File: src/rtl/hmf_pkg.sv
// ----------------------------------------------------------------------------
// hmf_pkg
// Shared constants for the HTTP/1.1 message framer: phases, byte kinds,
// error codes and the matched header and coding names.
// ----------------------------------------------------------------------------
package hmf_pkg;

    localparam int LENGTH_BITS_DEF = 32;

    localparam logic [2:0] PH_START = 3'd0;
    localparam logic [2:0] PH_HEAD  = 3'd1;
    localparam logic [2:0] PH_BODY  = 3'd2;
    localparam logic [2:0] PH_CSIZE = 3'd3;
    localparam logic [2:0] PH_CDATA = 3'd4;
    localparam logic [2:0] PH_CTERM = 3'd5;
    localparam logic [2:0] PH_TRAIL = 3'd6;
    localparam logic [2:0] PH_DONE  = 3'd7;

    localparam logic [2:0] KIND_START  = 3'd0;
    localparam logic [2:0] KIND_HEADER = 3'd1;
    localparam logic [2:0] KIND_BODY   = 3'd2;
    localparam logic [2:0] KIND_CSIZE  = 3'd3;
    localparam logic [2:0] KIND_CTERM  = 3'd4;
    localparam logic [2:0] KIND_TRAIL  = 3'd5;
    localparam logic [2:0] KIND_LF     = 3'd6;
    localparam logic [2:0] KIND_NONE   = 3'd7;

    localparam logic [2:0] ERR_NONE     = 3'd0;
    localparam logic [2:0] ERR_NO_COLON = 3'd1;
    localparam logic [2:0] ERR_ENCODING = 3'd2;
    localparam logic [2:0] ERR_LENGTH   = 3'd3;
    localparam logic [2:0] ERR_CSIZE    = 3'd4;
    localparam logic [2:0] ERR_NO_CRLF  = 3'd5;
    localparam logic [2:0] ERR_OVERFLOW = 3'd6;

    localparam logic [1:0] VS_NAME  = 2'd0;
    localparam logic [1:0] VS_SKIP  = 2'd1;
    localparam logic [1:0] VS_VALUE = 2'd2;
    localparam logic [1:0] VS_OVF   = 2'd3;

    localparam logic [1:0] LS_OK   = 2'd0;
    localparam logic [1:0] LS_BAD  = 2'd1;
    localparam logic [1:0] LS_OVF  = 2'd2;

    localparam logic [7:0] CH_CR    = 8'h0D;
    localparam logic [7:0] CH_LF    = 8'h0A;
    localparam logic [7:0] CH_COLON = 8'h3A;
    localparam logic [7:0] CH_SPACE = 8'h20;

    localparam int CL_LEN = 14;
    localparam int TE_LEN = 17;
    localparam int CK_LEN = 7;

    localparam logic [8*CL_LEN-1:0] CL_TEXT = "Content-Length";
    localparam logic [8*TE_LEN-1:0] TE_TEXT = "Transfer-Encoding";
    localparam logic [8*CK_LEN-1:0] CK_TEXT = "chunked";

    function automatic logic [7:0] cl_byte(input logic [4:0] idx);
        logic [7:0] b;
        b = 8'h00;
        if (int'(idx) < CL_LEN) begin
            b = CL_TEXT[8*(CL_LEN-1-int'(idx)) +: 8];
        end
        return b;
    endfunction

    function automatic logic [7:0] te_byte(input logic [4:0] idx);
        logic [7:0] b;
        b = 8'h00;
        if (int'(idx) < TE_LEN) begin
            b = TE_TEXT[8*(TE_LEN-1-int'(idx)) +: 8];
        end
        return b;
    endfunction

    function automatic logic [7:0] ck_byte(input logic [2:0] idx);
        logic [7:0] b;
        b = 8'h00;
        if (int'(idx) < CK_LEN) begin
            b = CK_TEXT[8*(CK_LEN-1-int'(idx)) +: 8];
        end
        return b;
    endfunction

endpackage

File: src/rtl/http_message_framer_chunked.sv
// Output: a byte accepted at a clock edge has its result on the outputs
// from the next cycle on (one register stage).
// Throughput: one byte per cycle while o_ready is high; a byte's parse
// state update is one pass of logic, widest step the times-ten accumulate.
// Reset: synchronous, active low; clears the parse state and the result valid
// flag, leaving the framer at the start line of a new message.
// ----------------------------------------------------------------------------
// http_message_framer_chunked
// Byte-serial HTTP/1.1 message framer: classifies each byte, tracks
// Content-Length and chunked framing, flags completion and sticky errors.
// ----------------------------------------------------------------------------
module http_message_framer_chunked
    import hmf_pkg::*;
#(
    parameter int LENGTH_BITS = LENGTH_BITS_DEF
) (
    input  logic       i_clk,
    input  logic       i_rst_n,
    input  logic       i_valid,
    output logic       o_ready,
    input  logic [7:0] i_data_byte,
    input  logic       i_new_message,
    output logic       o_valid,
    input  logic       i_ready,
    output logic [7:0] o_byte_out,
    output logic [2:0] o_byte_kind,
    output logic       o_message_done,
    output logic [2:0] o_error_code
);

    localparam int LB = LENGTH_BITS;

    typedef struct packed {
        logic [2:0]    phase;
        logic          cr_pending;
        logic          line_nonempty;
        logic [4:0]    name_pos;
        logic [1:0]    name_cand;
        logic [1:0]    value_stage;
        logic          value_ok;
        logic [LB-1:0] acc;
        logic [2:0]    enc_pos;
        logic          len_seen;
        logic [LB-1:0] decl_len;
        logic [1:0]    len_status;
        logic          enc_seen;
        logic          enc_chunked;
        logic [LB-1:0] body_rem;
        logic [2:0]    err;
    } t_parse;

    typedef struct packed {
        t_parse     st;
        logic [2:0] kind;
        logic       done;
    } t_res;

    function automatic t_parse line_restart(input t_parse s_in);
        t_parse s;
        s = s_in;
        s.line_nonempty = 1'b0;
        s.name_pos      = '0;
        s.name_cand     = 2'b11;
        s.value_stage   = VS_NAME;
        s.value_ok      = 1'b1;
        s.acc           = '0;
        s.enc_pos       = '0;
        return s;
    endfunction

    function automatic t_parse parse_reset();
        t_parse s;
        s             = '0;
        s             = line_restart(s);
        s.phase       = PH_START;
        s.err         = ERR_NONE;
        s.len_status  = LS_OK;
        return s;
    endfunction

    function automatic t_parse header_char(input t_parse s_in, input logic [7:0] c);
        t_parse          s;
        logic [1:0]      keep;
        logic [3:0]      d;
        logic [LB+3:0]   prod;
        s    = s_in;
        keep = 2'b00;
        d    = c[3:0];
        prod = ({4'b0, s.acc} << 3) + ({4'b0, s.acc} << 1) + {{LB{1'b0}}, d};
        if (s.value_stage == VS_NAME) begin
            if (c == CH_COLON) begin
                keep[0] = s.name_cand[0] && (int'(s.name_pos) == CL_LEN);
                keep[1] = s.name_cand[1] && (int'(s.name_pos) == TE_LEN);
                s.name_cand   = keep;
                s.value_stage = VS_SKIP;
            end else begin
                if (int'(s.name_pos) >= CL_LEN || cl_byte(s.name_pos) != c) begin
                    s.name_cand[0] = 1'b0;
                end
                if (int'(s.name_pos) >= TE_LEN || te_byte(s.name_pos) != c) begin
                    s.name_cand[1] = 1'b0;
                end
                if (s.name_pos != 5'd31) begin
                    s.name_pos = s.name_pos + 5'd1;
                end
            end
        end else if (!(s.value_stage == VS_SKIP && c == CH_SPACE)) begin
            if (s.value_stage == VS_SKIP) begin
                s.value_stage = VS_VALUE;
            end
            if (s.name_cand[0]) begin
                if (s.value_ok && s.value_stage != VS_OVF) begin
                    if (c inside {[8'h30:8'h39]}) begin
                        if (prod[LB+3:LB] != 4'd0) begin
                            s.value_stage = VS_OVF;
                        end else begin
                            s.acc = prod[LB-1:0];
                        end
                    end else begin
                        s.value_ok = 1'b0;
                    end
                end
            end else if (s.name_cand[1]) begin
                if (s.value_ok && int'(s.enc_pos) < CK_LEN && c == ck_byte(s.enc_pos)) begin
                    s.enc_pos = s.enc_pos + 3'd1;
                end else begin
                    s.value_ok = 1'b0;
                end
            end
        end
        return s;
    endfunction

    function automatic t_parse hex_char(input t_parse s_in, input logic [7:0] c);
        t_parse     s;
        logic [3:0] d;
        logic       is_hex;
        s      = s_in;
        d      = 4'd0;
        is_hex = 1'b1;
        if (c inside {[8'h30:8'h39]}) begin
            d = c[3:0];
        end else if (c inside {[8'h61:8'h66], [8'h41:8'h46]}) begin
            d = c[3:0] + 4'd9;
        end else begin
            is_hex = 1'b0;
        end
        if (s.value_ok && s.value_stage != VS_OVF) begin
            if (!is_hex) begin
                s.value_ok = 1'b0;
            end else if (s.acc[LB-1:LB-4] != 4'd0) begin
                s.value_stage = VS_OVF;
            end else begin
                s.acc = {s.acc[LB-5:0], d};
            end
        end
        return s;
    endfunction

    function automatic t_parse line_char(input t_parse s_in, input logic [7:0] c);
        t_parse s;
        s = s_in;
        s.line_nonempty = 1'b1;
        if (s.phase == PH_HEAD || s.phase == PH_TRAIL) begin
            s = header_char(s, c);
        end else if (s.phase == PH_CSIZE) begin
            s = hex_char(s, c);
        end
        return s;
    endfunction

    function automatic t_res headers_end(input t_parse s_in);
        t_res r;
        r      = '0;
        r.st   = s_in;
        r.done = 1'b0;
        if (r.st.enc_seen) begin
            if (r.st.enc_chunked) begin
                r.st.body_rem = '0;
                r.st.phase    = PH_CSIZE;
            end else begin
                r.st.err = ERR_ENCODING;
            end
        end else if (r.st.len_seen && r.st.len_status == LS_OVF) begin
            r.st.err = ERR_OVERFLOW;
        end else if (r.st.len_seen && r.st.len_status == LS_BAD) begin
            r.st.err = ERR_LENGTH;
        end else if (r.st.len_seen && r.st.decl_len != '0) begin
            r.st.body_rem = r.st.decl_len;
            r.st.phase    = PH_BODY;
        end else begin
            if (r.st.len_seen) begin
                r.st.body_rem = r.st.decl_len;
            end
            r.st.phase = PH_DONE;
            r.done     = 1'b1;
        end
        return r;
    endfunction

    function automatic t_res line_end(input t_parse s_in);
        t_res r;
        r      = '0;
        r.st   = s_in;
        r.done = 1'b0;
        case (r.st.phase)
            PH_START: begin
                r.st.phase = PH_HEAD;
            end
            PH_HEAD: begin
                if (!r.st.line_nonempty) begin
                    r = headers_end(r.st);
                end else if (r.st.value_stage == VS_NAME) begin
                    r.st.err = ERR_NO_COLON;
                end else begin
                    if (r.st.name_cand[0] && !r.st.len_seen) begin
                        r.st.len_seen = 1'b1;
                        r.st.decl_len = r.st.acc;
                        if (r.st.value_stage == VS_OVF) begin
                            r.st.len_status = LS_OVF;
                        end else if (!r.st.value_ok || r.st.value_stage == VS_SKIP) begin
                            r.st.len_status = LS_BAD;
                        end else begin
                            r.st.len_status = LS_OK;
                        end
                    end
                    if (r.st.name_cand[1] && !r.st.enc_seen) begin
                        r.st.enc_seen    = 1'b1;
                        r.st.enc_chunked = r.st.value_ok && r.st.value_stage == VS_VALUE
                                           && int'(r.st.enc_pos) == CK_LEN;
                    end
                end
            end
            PH_CSIZE: begin
                if (r.st.value_stage == VS_OVF) begin
                    r.st.err = ERR_OVERFLOW;
                end else if (!r.st.line_nonempty || !r.st.value_ok) begin
                    r.st.err = ERR_CSIZE;
                end else if (r.st.acc == '0) begin
                    r.st.phase = PH_TRAIL;
                end else begin
                    r.st.body_rem = r.st.acc;
                    r.st.phase    = PH_CDATA;
                end
            end
            PH_CTERM: begin
                if (r.st.line_nonempty) begin
                    r.st.err = ERR_NO_CRLF;
                end else begin
                    r.st.phase = PH_CSIZE;
                end
            end
            PH_TRAIL: begin
                if (!r.st.line_nonempty) begin
                    r.st.phase = PH_DONE;
                    r.done     = 1'b1;
                end else if (r.st.value_stage == VS_NAME) begin
                    r.st.err = ERR_NO_COLON;
                end
            end
            default: begin
            end
        endcase
        r.st = line_restart(r.st);
        return r;
    endfunction

    function automatic t_res parse_step(input t_parse s_in, input logic [7:0] c);
        t_res          r;
        logic [LB-1:0] rem;
        r      = '0;
        r.st   = s_in;
        r.kind = KIND_NONE;
        r.done = 1'b0;
        rem    = s_in.body_rem - {{(LB-1){1'b0}}, 1'b1};
        if (s_in.err != ERR_NONE || s_in.phase == PH_DONE) begin
            r.kind = KIND_NONE;
        end else if (s_in.phase == PH_BODY || s_in.phase == PH_CDATA) begin
            r.kind        = KIND_BODY;
            r.st.body_rem = rem;
            if (rem == '0) begin
                if (s_in.phase == PH_BODY) begin
                    r.st.phase = PH_DONE;
                    r.done     = 1'b1;
                end else begin
                    r.st.phase = PH_CTERM;
                end
            end
        end else begin
            case (s_in.phase)
                PH_HEAD:  r.kind = KIND_HEADER;
                PH_CSIZE: r.kind = KIND_CSIZE;
                PH_CTERM: r.kind = KIND_CTERM;
                PH_TRAIL: r.kind = KIND_TRAIL;
                default:  r.kind = KIND_START;
            endcase
            if (s_in.cr_pending && c == CH_LF) begin
                r.st.cr_pending = 1'b0;
                r               = line_end(r.st);
                r.kind          = KIND_LF;
            end else begin
                if (r.st.cr_pending) begin
                    r.st.cr_pending = 1'b0;
                    r.st            = line_char(r.st, CH_CR);
                end
                if (c == CH_CR) begin
                    r.st.cr_pending = 1'b1;
                end else begin
                    r.st = line_char(r.st, c);
                end
            end
        end
        return r;
    endfunction

    t_parse     r_st;
    t_parse     n_st;
    t_res       n_res;
    logic       r_out_valid;
    logic [7:0] r_byte_out;
    logic [2:0] r_byte_kind;
    logic       r_msg_done;
    logic [2:0] r_err;
    logic       in_xfer;

    assign o_ready = !r_out_valid || i_ready;
    assign in_xfer = i_valid && o_ready;

    always_comb begin
        n_res = parse_step(i_new_message ? parse_reset() : r_st, i_data_byte);
        n_st  = in_xfer ? n_res.st : r_st;
    end

    always_ff @(posedge i_clk) begin
        if (!i_rst_n) begin
            r_st        <= parse_reset();
            r_out_valid <= 1'b0;
        end else begin
            r_st        <= n_st;
            r_out_valid <= in_xfer || (r_out_valid && !i_ready);
        end
    end

    always_ff @(posedge i_clk) begin
        if (in_xfer) begin
            r_byte_out  <= i_data_byte;
            r_byte_kind <= n_res.kind;
            r_msg_done  <= n_res.done;
            r_err       <= n_res.st.err;
        end
    end

    assign o_valid        = r_out_valid;
    assign o_byte_out     = r_byte_out;
    assign o_byte_kind    = r_byte_kind;
    assign o_message_done = r_msg_done;
    assign o_error_code   = r_err;

`ifndef SYNTHESIS
    a_err_sticky: assert property (@(posedge i_clk) disable iff (!i_rst_n)
        (r_st.err != ERR_NONE && !(in_xfer && i_new_message)) |=> r_st.err == $past(r_st.err))
        else $error("error code changed without a new message");

    a_done_kind: assert property (@(posedge i_clk) disable iff (!i_rst_n)
        (o_valid && o_message_done) |-> (o_byte_kind == KIND_BODY || o_byte_kind == KIND_LF))
        else $error("completion on a byte that is neither body nor line end");

    a_done_no_err: assert property (@(posedge i_clk) disable iff (!i_rst_n)
        (o_valid && o_message_done) |-> o_error_code == ERR_NONE)
        else $error("completion reported together with an error");

    a_done_phase: assert property (@(posedge i_clk) disable iff (!i_rst_n)
        r_st.phase == PH_DONE |-> r_st.err == ERR_NONE)
        else $error("completed message carries an error");
`endif

endmodule
File: config.mk
export PLATFORM = sky130hd
export DESIGN_NAME = http_message_framer_chunked
export DESIGN_NICKNAME = d
export VERILOG_FILES = /design/src/rtl/hmf_pkg.sv /design/src/rtl/http_message_framer_chunked.sv
export SDC_FILE = /design/constraint.sdc
export NUM_CORES = 1
export LEC_CHECK = 0
export ABC_CLOCK_PERIOD_IN_PS = 6150
export BUFFER_PORTS_ARGS = -buffer_cell sky130_fd_sc_hd__buf_4
export CAP_MARGIN = 10
export CORE_ASPECT_RATIO = 0.6
export CORE_MARGIN = 4
export CORE_UTILIZATION = 50
export DETAILED_ROUTE_END_ITERATION = 10
export GPL_TIMING_DRIVEN = 0
export PLACE_DENSITY = 0.8
export SKIP_CTS_REPAIR_TIMING = 1
export SYNTH_ARGS = -nofsm -noshare
export SYNTH_HDL_FRONTEND = slang
export SYNTH_SLANG_ARGS = --single-unit
File: constraint.sdc
create_clock -name i_clk -period 6.15 [get_ports i_clk]
set_input_delay 1.23 -clock i_clk [delete_from_list [all_inputs] [get_ports i_clk]]
set_output_delay 1.23 -clock i_clk [all_outputs]
set_load 0.03 [all_outputs]
# Yosys cells after proc, flatten, opt, wreduce, memory -nomap -nowiden
# Cells that the tools add are included.
# W data, S select, Z words.
# classes
n_addsub,14
reduce_logical,54
n_eq_ne,35
shifts,6
mux,208
magnitude_cmp,16
# op_table
op,count
$mux W122,6
$mux W32,17
$mux W35,13
$mux W8,49
$shiftx A136 B9 Y8 const A,2
$mux W118,2
$mux W117,2
$shiftx A112 B9 Y8 const A,2
$mux W110,2
$mux W84,2
$shiftx A56 B7 Y8 const A,2
$mux W3,29
$mux W37,2
$logic_not A32 Y1,2
$pmux W32 S2,1
$mux W2,29
$mux W50,1
$mux W1,38
$mux W38,1
$add A35 B33 Y36,1
$add A36 B4 Y36,1
$mux W36,1
$reduce_bool A32 Y1,1
$sub A32 B1 Y32 const B,1
other kinds (44),126
# word_totals
register_bits,138

# Depth between registers and ports, before layout
# Gate-level depths: netlist (run 1).
# depth
ltp_word,51
mapped_depth,23

# Worst setup path before layout (run 1)
# OpenSTA, ideal clock, no wires.
# synth_timing
path_type,input to register
startpoint,in i_new_message
endpoint,reg r_st[80] (netlist bit)
t_required_ns,6.059
cell_stages,20
slack_ns,0.191
n_path_buf,7
arrival_ns,5.868
setup_ns,0.091
cell_sequence,buf_2 buf_2 buf_2 buf_1 buf_2 buf_2 buf_1 nor2b_1 ha_1 ha_1 a21o_1 a311o_1 a21o_1 a21oi_4 o21ai_2 a311oi_2 o31a_1 nor2_1 or4b_1 a311oi_1
# synth_via
elab_chain_cells,43
elab_cells_between_ends,119
# synth_rtl
element,line,text
from (decl),http_message_framer_chunked.sv:22,"input logic i_new_message,"
$mux W122 *,http_message_framer_chunked.sv:330,"n_res = parse_step(i_new_message ? parse_reset() : r_st, i_data_byte);"
"parallel branches: the longest is 41 deep, another holds $add A35 B33 Y36",--,
$mux W122 *,http_message_framer_chunked.sv:276,if (s_in.err != ERR_NONE || s_in.phase == PH_DONE) begin
to (signal assigned),http_message_framer_chunked.sv:336,r_st <= parse_reset();
to (signal assigned),http_message_framer_chunked.sv:339,r_st <= n_st;
to (decl),http_message_framer_chunked.sv:316,t_parse r_st;
# Every way passes the cells marked *. The select of a mux whose other input is x is not followed.
# A chain may end at the register's enable or synchronous reset.

# Worst setup path in the final report (run 1)
# layout_timing
startpoint,in i_new_message
endpoint,reg r_st[96] (netlist bit)
# The elaborated chain is that of the path after synthesis.

==> results.toml, run 1 <==
[logic_synthesis]
async_flop_share = 0
synthDominantCellAreaShare = 0.189
syn_nets = 1832
yosysWarnings = 0
ys_ff_latch = 138
synth_cells = 1740
synthXorXnorAreaFrac = 0.0437
avgSynthCellArea_um2 = 7.50
ys.flop_type = "dfxtp_1"
synthMuxAreaShare = 0.0240
synth_area_leader_cell = "dfxtp_1"
synth-edff-count = 15
synth_cell_types = 108
synth_compound_area_frac = 0.324
yosys-top-cells-area = "dfxtp_1, ha_1, a22oi_1, nor2_1, a21oi_1"
synth_simple_gate_area_frac = 0.254
synth-seq-area-share = 0.223
synth_adder_area_share = 0.0769
syn_area_mm2 = 0.0130
synth_top_family_by_area = "compound AO/OA/AOI/OAI gates"

[placed_design]
io_buffer_count = 28
dp_slack_ps = -2000
dpl.hpwl_um = 40000
gp_congestion = 1.00

[worst_setup_path]
required_ps = 6470
crit_arrival_ps = 6400
critical_path_peak_fanout = 10
end_kind = "register"
critPathLaunchType = "input port"
crit_type = "input port to register"
reg2reg_slack_ps = 1280

[global_routing]
grt_pass1_vias = 13200
grt.overflow.total = 0
grt_max_degree = 18
antenna_found_initial = 0
grt_pass1_wl_um = 78500
track_usage = 0.344

[finish]
diodes = 0
drive_gt1_frac = 0.0965
layout_commonest_cell = "nor2_1"
nNetsFinal = 1883
fillers = 2418
area_delta_synth_final_pct = 11.5
mostFrequentLayoutCells = "nor2_1, nand2_1, dfxtp_1, a22oi_1, a21oi_1"

[floorplan]
die_h_um = 133
die-area_mm2 = 0.0288
placementRows = 45
ios = 30
floorplan.initialDensity = 0.512
coreArea_mm2 = 0.0255
die_w_um = 217

[cts]
path_clk_slew_ps = 60
root_buffer = "clkbuf_16"
clock_path_buffers = 2
htreeDepth = 4
clk_latency_ps = 450
cts_tree = "built"
cts_sinks = 138
numCtsBuffers = 17

[sta]
slew_headroom = 0.236
setup_viol = 0
fin_skew_ps = 11.6
report.final.slew_viol_count = 0
timing.hold.ws_ps = 500
min_period_ps = 6080
fin_crit_sh = 0.988
max_clock_freq_mhz = 165
tightest_slew_ps = 1140
finalWorstSetupSlack_ps = 74.6
hold_viol_final = 0

[route]
drtPass1Iterations = 8
wl_um = 52200
drt-initial-drc-count = 2785
ant_nets = 0
viasPerCell = 6.97
vias = 15000
wl_per_cell_um = 24.2
drc = 0

[power]
peakVddDrop_uv = 186
leakage_nw = 5.55
powerDensity_mw_per_mm2 = 158
power.total_w = 0.00230

[status]
status = "completed"

[min_path]
hp-class = "register to register"

[run]
drv_cap = 0
## flip-flops by register name (all words and copies together), names as in the netlist
signal	flops
o_byte_out	8
o_valid	1
o_byte_kind	3
r_st	122
o_error_code	3
o_message_done	1
## path summary, 6_finish.rpt
path                    startpoint                     to  cells after the start
min          r_st[34]$_SDFFE_PN0P_  r_st[34]$_SDFFE_PN0P_                      2
max reg2reg  r_st[75]$_SDFFE_PN0P_  r_st[96]$_SDFFE_PN0P_                     16
max                  i_new_message  r_st[96]$_SDFFE_PN0P_                     22
min reg2reg  r_st[34]$_SDFFE_PN0P_  r_st[34]$_SDFFE_PN0P_                      2
## worst max-delay path, stage by stage
cell and delay, ps:
clkbuf_4 230, buf_6 220, buf_6 220, buf_6 210, buf_6 220, buf_6 210
nor2b_4 100, fa_1 530, inv_1 70, fa_1 480, nor2b_2 200, o21bai_1 140
a21oi_2 270, o21ai_2 110, o311ai_4 330, a31oi_1 180, o31ai_4 330, o2111a_1 240
buf_2 200, buf_4 240, mux2i_1 280, o22ai_1 110
## synthesized netlist by cell type, drive strengths merged, types with 12 or more instances
master     n
a211oi    23
a21o      29
a21oi    112
a22oi    115
a311oi    12
a31oi     20
and2      14
and3      15
buf       42
clkbuf    93
dfxtp    123
edfxtp    15
ha        77
inv       34
mux2i     29
nand2    135
nand3     40
nand4     22
nor2     215
nor2b     48
nor3      51
nor4      40
o2111ai   13
o211ai    14
o21ai    120
o22ai     27
xnor2     48
xor2      15
## power by group
group	leakage, nW	total, W	switching, W	internal [W]
Clock	0.315	0.00116	0.000469	0.000686
Sequential	1.14	0.000923	0.00000468	0.000918
Combinational	4.10	0.000226	0.000170	0.0000560
Total	5.55	0.00230	0.000644	0.00166
## area by class of cell
| class | count | area [um2] | share of cell area |
|---|---|---|---|
| inverters | 36 | 135 | 0.00929 |
| plain buffers | 134 | 637 | 0.0438 |
| flip-flops and latches | 138 | 2910 | 0.200 |
| well taps | 352 | 440 | 0.0303 |
| repair buffers | 33 | 253 | 0.0174 |
| clock buffers | 20 | 468 | 0.0322 |
| multi-input cells | 1431 | 9520 | 0.655 |
| clock inverters | 12 | 174 | 0.0120 |
## cells by family (layout without fill, tap and decap cells)
logic type,Yosys count,count (layout)
flip-flops,138,138
adder cells (fa/ha/maj),79,79
AND/OR/NAND/NOR,654,654
buffers and inverters,171,235
XOR/XNOR,63,63
multiplexers,31,31
AO/OA/AOI/OAI,604,604
## layer usage
layer,track usage,wire length [um],up-vias
met4,0.0671,855,4
met3,0.157,9060,93
li1,-,-,6694
met5,0.0167,96,-
met1,0.520,22800,7097
met2,0.439,19300,1139
## stage by stage
step / util / instance area, um2 / instances / setup TNS [ps]
after floorplan: - / 13000 / 1740 / 0
after global placement: 0.537 / 13700 / 2120 / -62910
after detailed placement: 0.538 / 13700 / 2122 / -60860
after CTS: 0.563 / 14400 / 2154 / -45400
after global routing: 0.570 / 14500 / 2156 / -44.3
final: 0.570 / 14500 / 2156 / 0
Power figures use the tool's default switching activity.
==> run 2, diff against run 1 <==
--- a/config.mk
+++ b/config.mk
@@ -13,7 +13,8 @@
 export CORE_UTILIZATION = 50
 export DETAILED_ROUTE_END_ITERATION = 10
 export GPL_TIMING_DRIVEN = 0
-export PLACE_DENSITY = 0.8
+export HOLD_SLACK_MARGIN = 0.02
+export PLACE_DENSITY_LB_ADDON = 0.12
 export SKIP_CTS_REPAIR_TIMING = 1
 export SYNTH_ARGS = -nofsm -noshare
 export SYNTH_HDL_FRONTEND = slang
==> results.toml, run 2 (synthesis results as in run 1) <==
[floorplan]
die_h_um = 133
floorplan.initialDensity = 0.512
die-area_mm2 = 0.0288
ios = 30
die_w_um = 217
placementRows = 45
coreArea_mm2 = 0.0255

[finish]
mostFrequentLayoutCells = "nor2_1, nand2_1, dfxtp_1, a22oi_1, a21oi_1"
finalNonFillerCells = 2152
fillers = 2425
diodes = 0
layout_commonest_cell = "nor2_1"
area_delta_synth_final_pct = 10.7
drive_gt1_frac = 0.0978
top_register = "r_st"
largest_reg_flops = 122
nNetsFinal = 1879

[worst_setup_path]
r2r_start = "r_st[120]$_SDFFE_PN0P_"
crit_type = "input port to register"
critPathLaunchType = "input port"
r2r-end = "r_st[111]$_SDFFE_PN1P_"
end_kind = "register"
r2r_cells = 15
required_ps = 6470
critical_path_peak_fanout = 10
reg2reg_slack_ps = 940
crit_arrival_ps = 6410

[run]
drv_cap = 0

[status]
status = "completed"

[cts]
clk_latency_ps = 460
root_buffer = "clkbuf_16"
htreeDepth = 4
numCtsBuffers = 17
cts_tree = "built"
path_clk_slew_ps = 60
clock_path_buffers = 2
cts_sinks = 138

[route]
vias = 14800
wl_per_cell_um = 24.2
drc = 0
viasPerCell = 6.90
drtPass1Iterations = 7
drt-initial-drc-count = 2363
wl_um = 52100
ant_nets = 0

[global_routing]
grt.overflow.total = 0
grt_max_degree = 25
grt_pass1_wl_um = 78800
antenna_found_initial = 0
grt_pass1_vias = 13100
track_usage = 0.348

[min_path]
worstHoldEndpoint = "r_st[0]$_SDFFE_PN0P_"
whs_path_depth = 2
hp-class = "register to register"
min_from = "r_st[0]$_SDFFE_PN0P_"

[placed_design]
gp_congestion = 1.04
io_buffer_count = 28
dp_slack_ps = -2200
dpl.hpwl_um = 40000
dp.cells = 2120

[sta]
slew_headroom = 0.256
hold_viol_final = 0
tightest_slew_ps = 1100
finalWorstSetupSlack_ps = 62.8
fin_crit_sh = 0.990
rsz0062_at_grt = "false"
max_clock_freq_mhz = 164
min_period_ps = 6090
setup_viol = 0
report.final.slew_viol_count = 0
fin_skew_ps = 18.4

[power]
leakage_nw = 5.47
peakVddDrop_uv = 148
powerDensity_mw_per_mm2 = 148
==> run 2: cell count changes in the layout (fill, tap and decap cells not counted), sizes merged <==
cell           previous run  this run
buf                      72        70
clkdlybuf4s15             0         1
clkinvlp                  0         6
bufinv                    3         0
clkbuf                  115       110
clkinv                    5         4
==> run 2: metrics by stage <==
step / hold slack, ps / setup TNS (ps) / util / instance area, um2 / power [W]
final: 482 / 0 / 0.566 / 14400 / 0.00213
after CTS: 484 / -52010 / 0.558 / 14200 / 0.00211
after detailed placement: 471 / -66720 / 0.537 / 13700 / 0.00115
after floorplan: 450 / 0 / - / 13000 / 0.00106
after global placement: 466 / -67390 / 0.537 / 13700 / 0.00115
after global routing: 533 / 0 / 0.566 / 14400 / 0.00218
==> run 2: critical path, stage by stage <==
cell      delay [ps]
buf_4            210
buf_8            200
buf_8            200
buf_6            220
buf_6            210
buf_6            210
nor2b_2          120
fa_1             550
inv_1             70
fa_1             490
nor2b_2          180
o21bai_1         160
a21oi_2          280
o21ai_2          110
o311ai_4         340
a31oi_1          180
o31ai_4          330
o2111a_1         230
buf_2            220
buf_6            200
mux2i_2          300
o22ai_1          120
==> run 2: where the power goes <==
part / total [W] / switching [W] / internal (W)
sequential: 0.000923 / 0.00000470 / 0.000919
combinational: 0.000228 / 0.000171 / 0.0000563
clock: 0.000981 / 0.000459 / 0.000521
==> run 2: cell type report <==
class	instances	area, um2	share of cell area
timing repair buffer	29	218	0.0151
clock inverter	14	111	0.00771
inverter	36	135	0.00936
tap	352	440	0.0305
multi-input combinational	1431	9530	0.660
clock buffer	18	429	0.0297
buffer	134	663	0.0459
sequential	138	2910	0.202
==> run 2: how the worst max path moves through the flow <==
stage / startpoint / end / slack [ps]
3_3_place_gp: i_new_message / r_st[96]$_SDFFE_PN0P_ / -2210
3_5_place_dp: i_new_message / r_st[96]$_SDFFE_PN0P_ / -2200
5_1_grt: i_new_message / r_st[101]$_SDFFE_PN0P_ / 20
6_report: i_new_message / r_st[96]$_SDFFE_PN0P_ / 60
2_1_floorplan: i_new_message / r_st[80]$_SDFFE_PN0P_ / 190
4_1_cts: i_new_message / r_st[96]$_SDFFE_PN0P_ / -1780
==> run 2: layer usage <==
metal  up-vias  GRT usage  routed length [um]
li1       6687          -                   -
met1      6984      0.537               23800
met2      1081      0.434               19000
met3        86      0.135                8170
met4         2     0.0998                1020
met5         -          0                  64
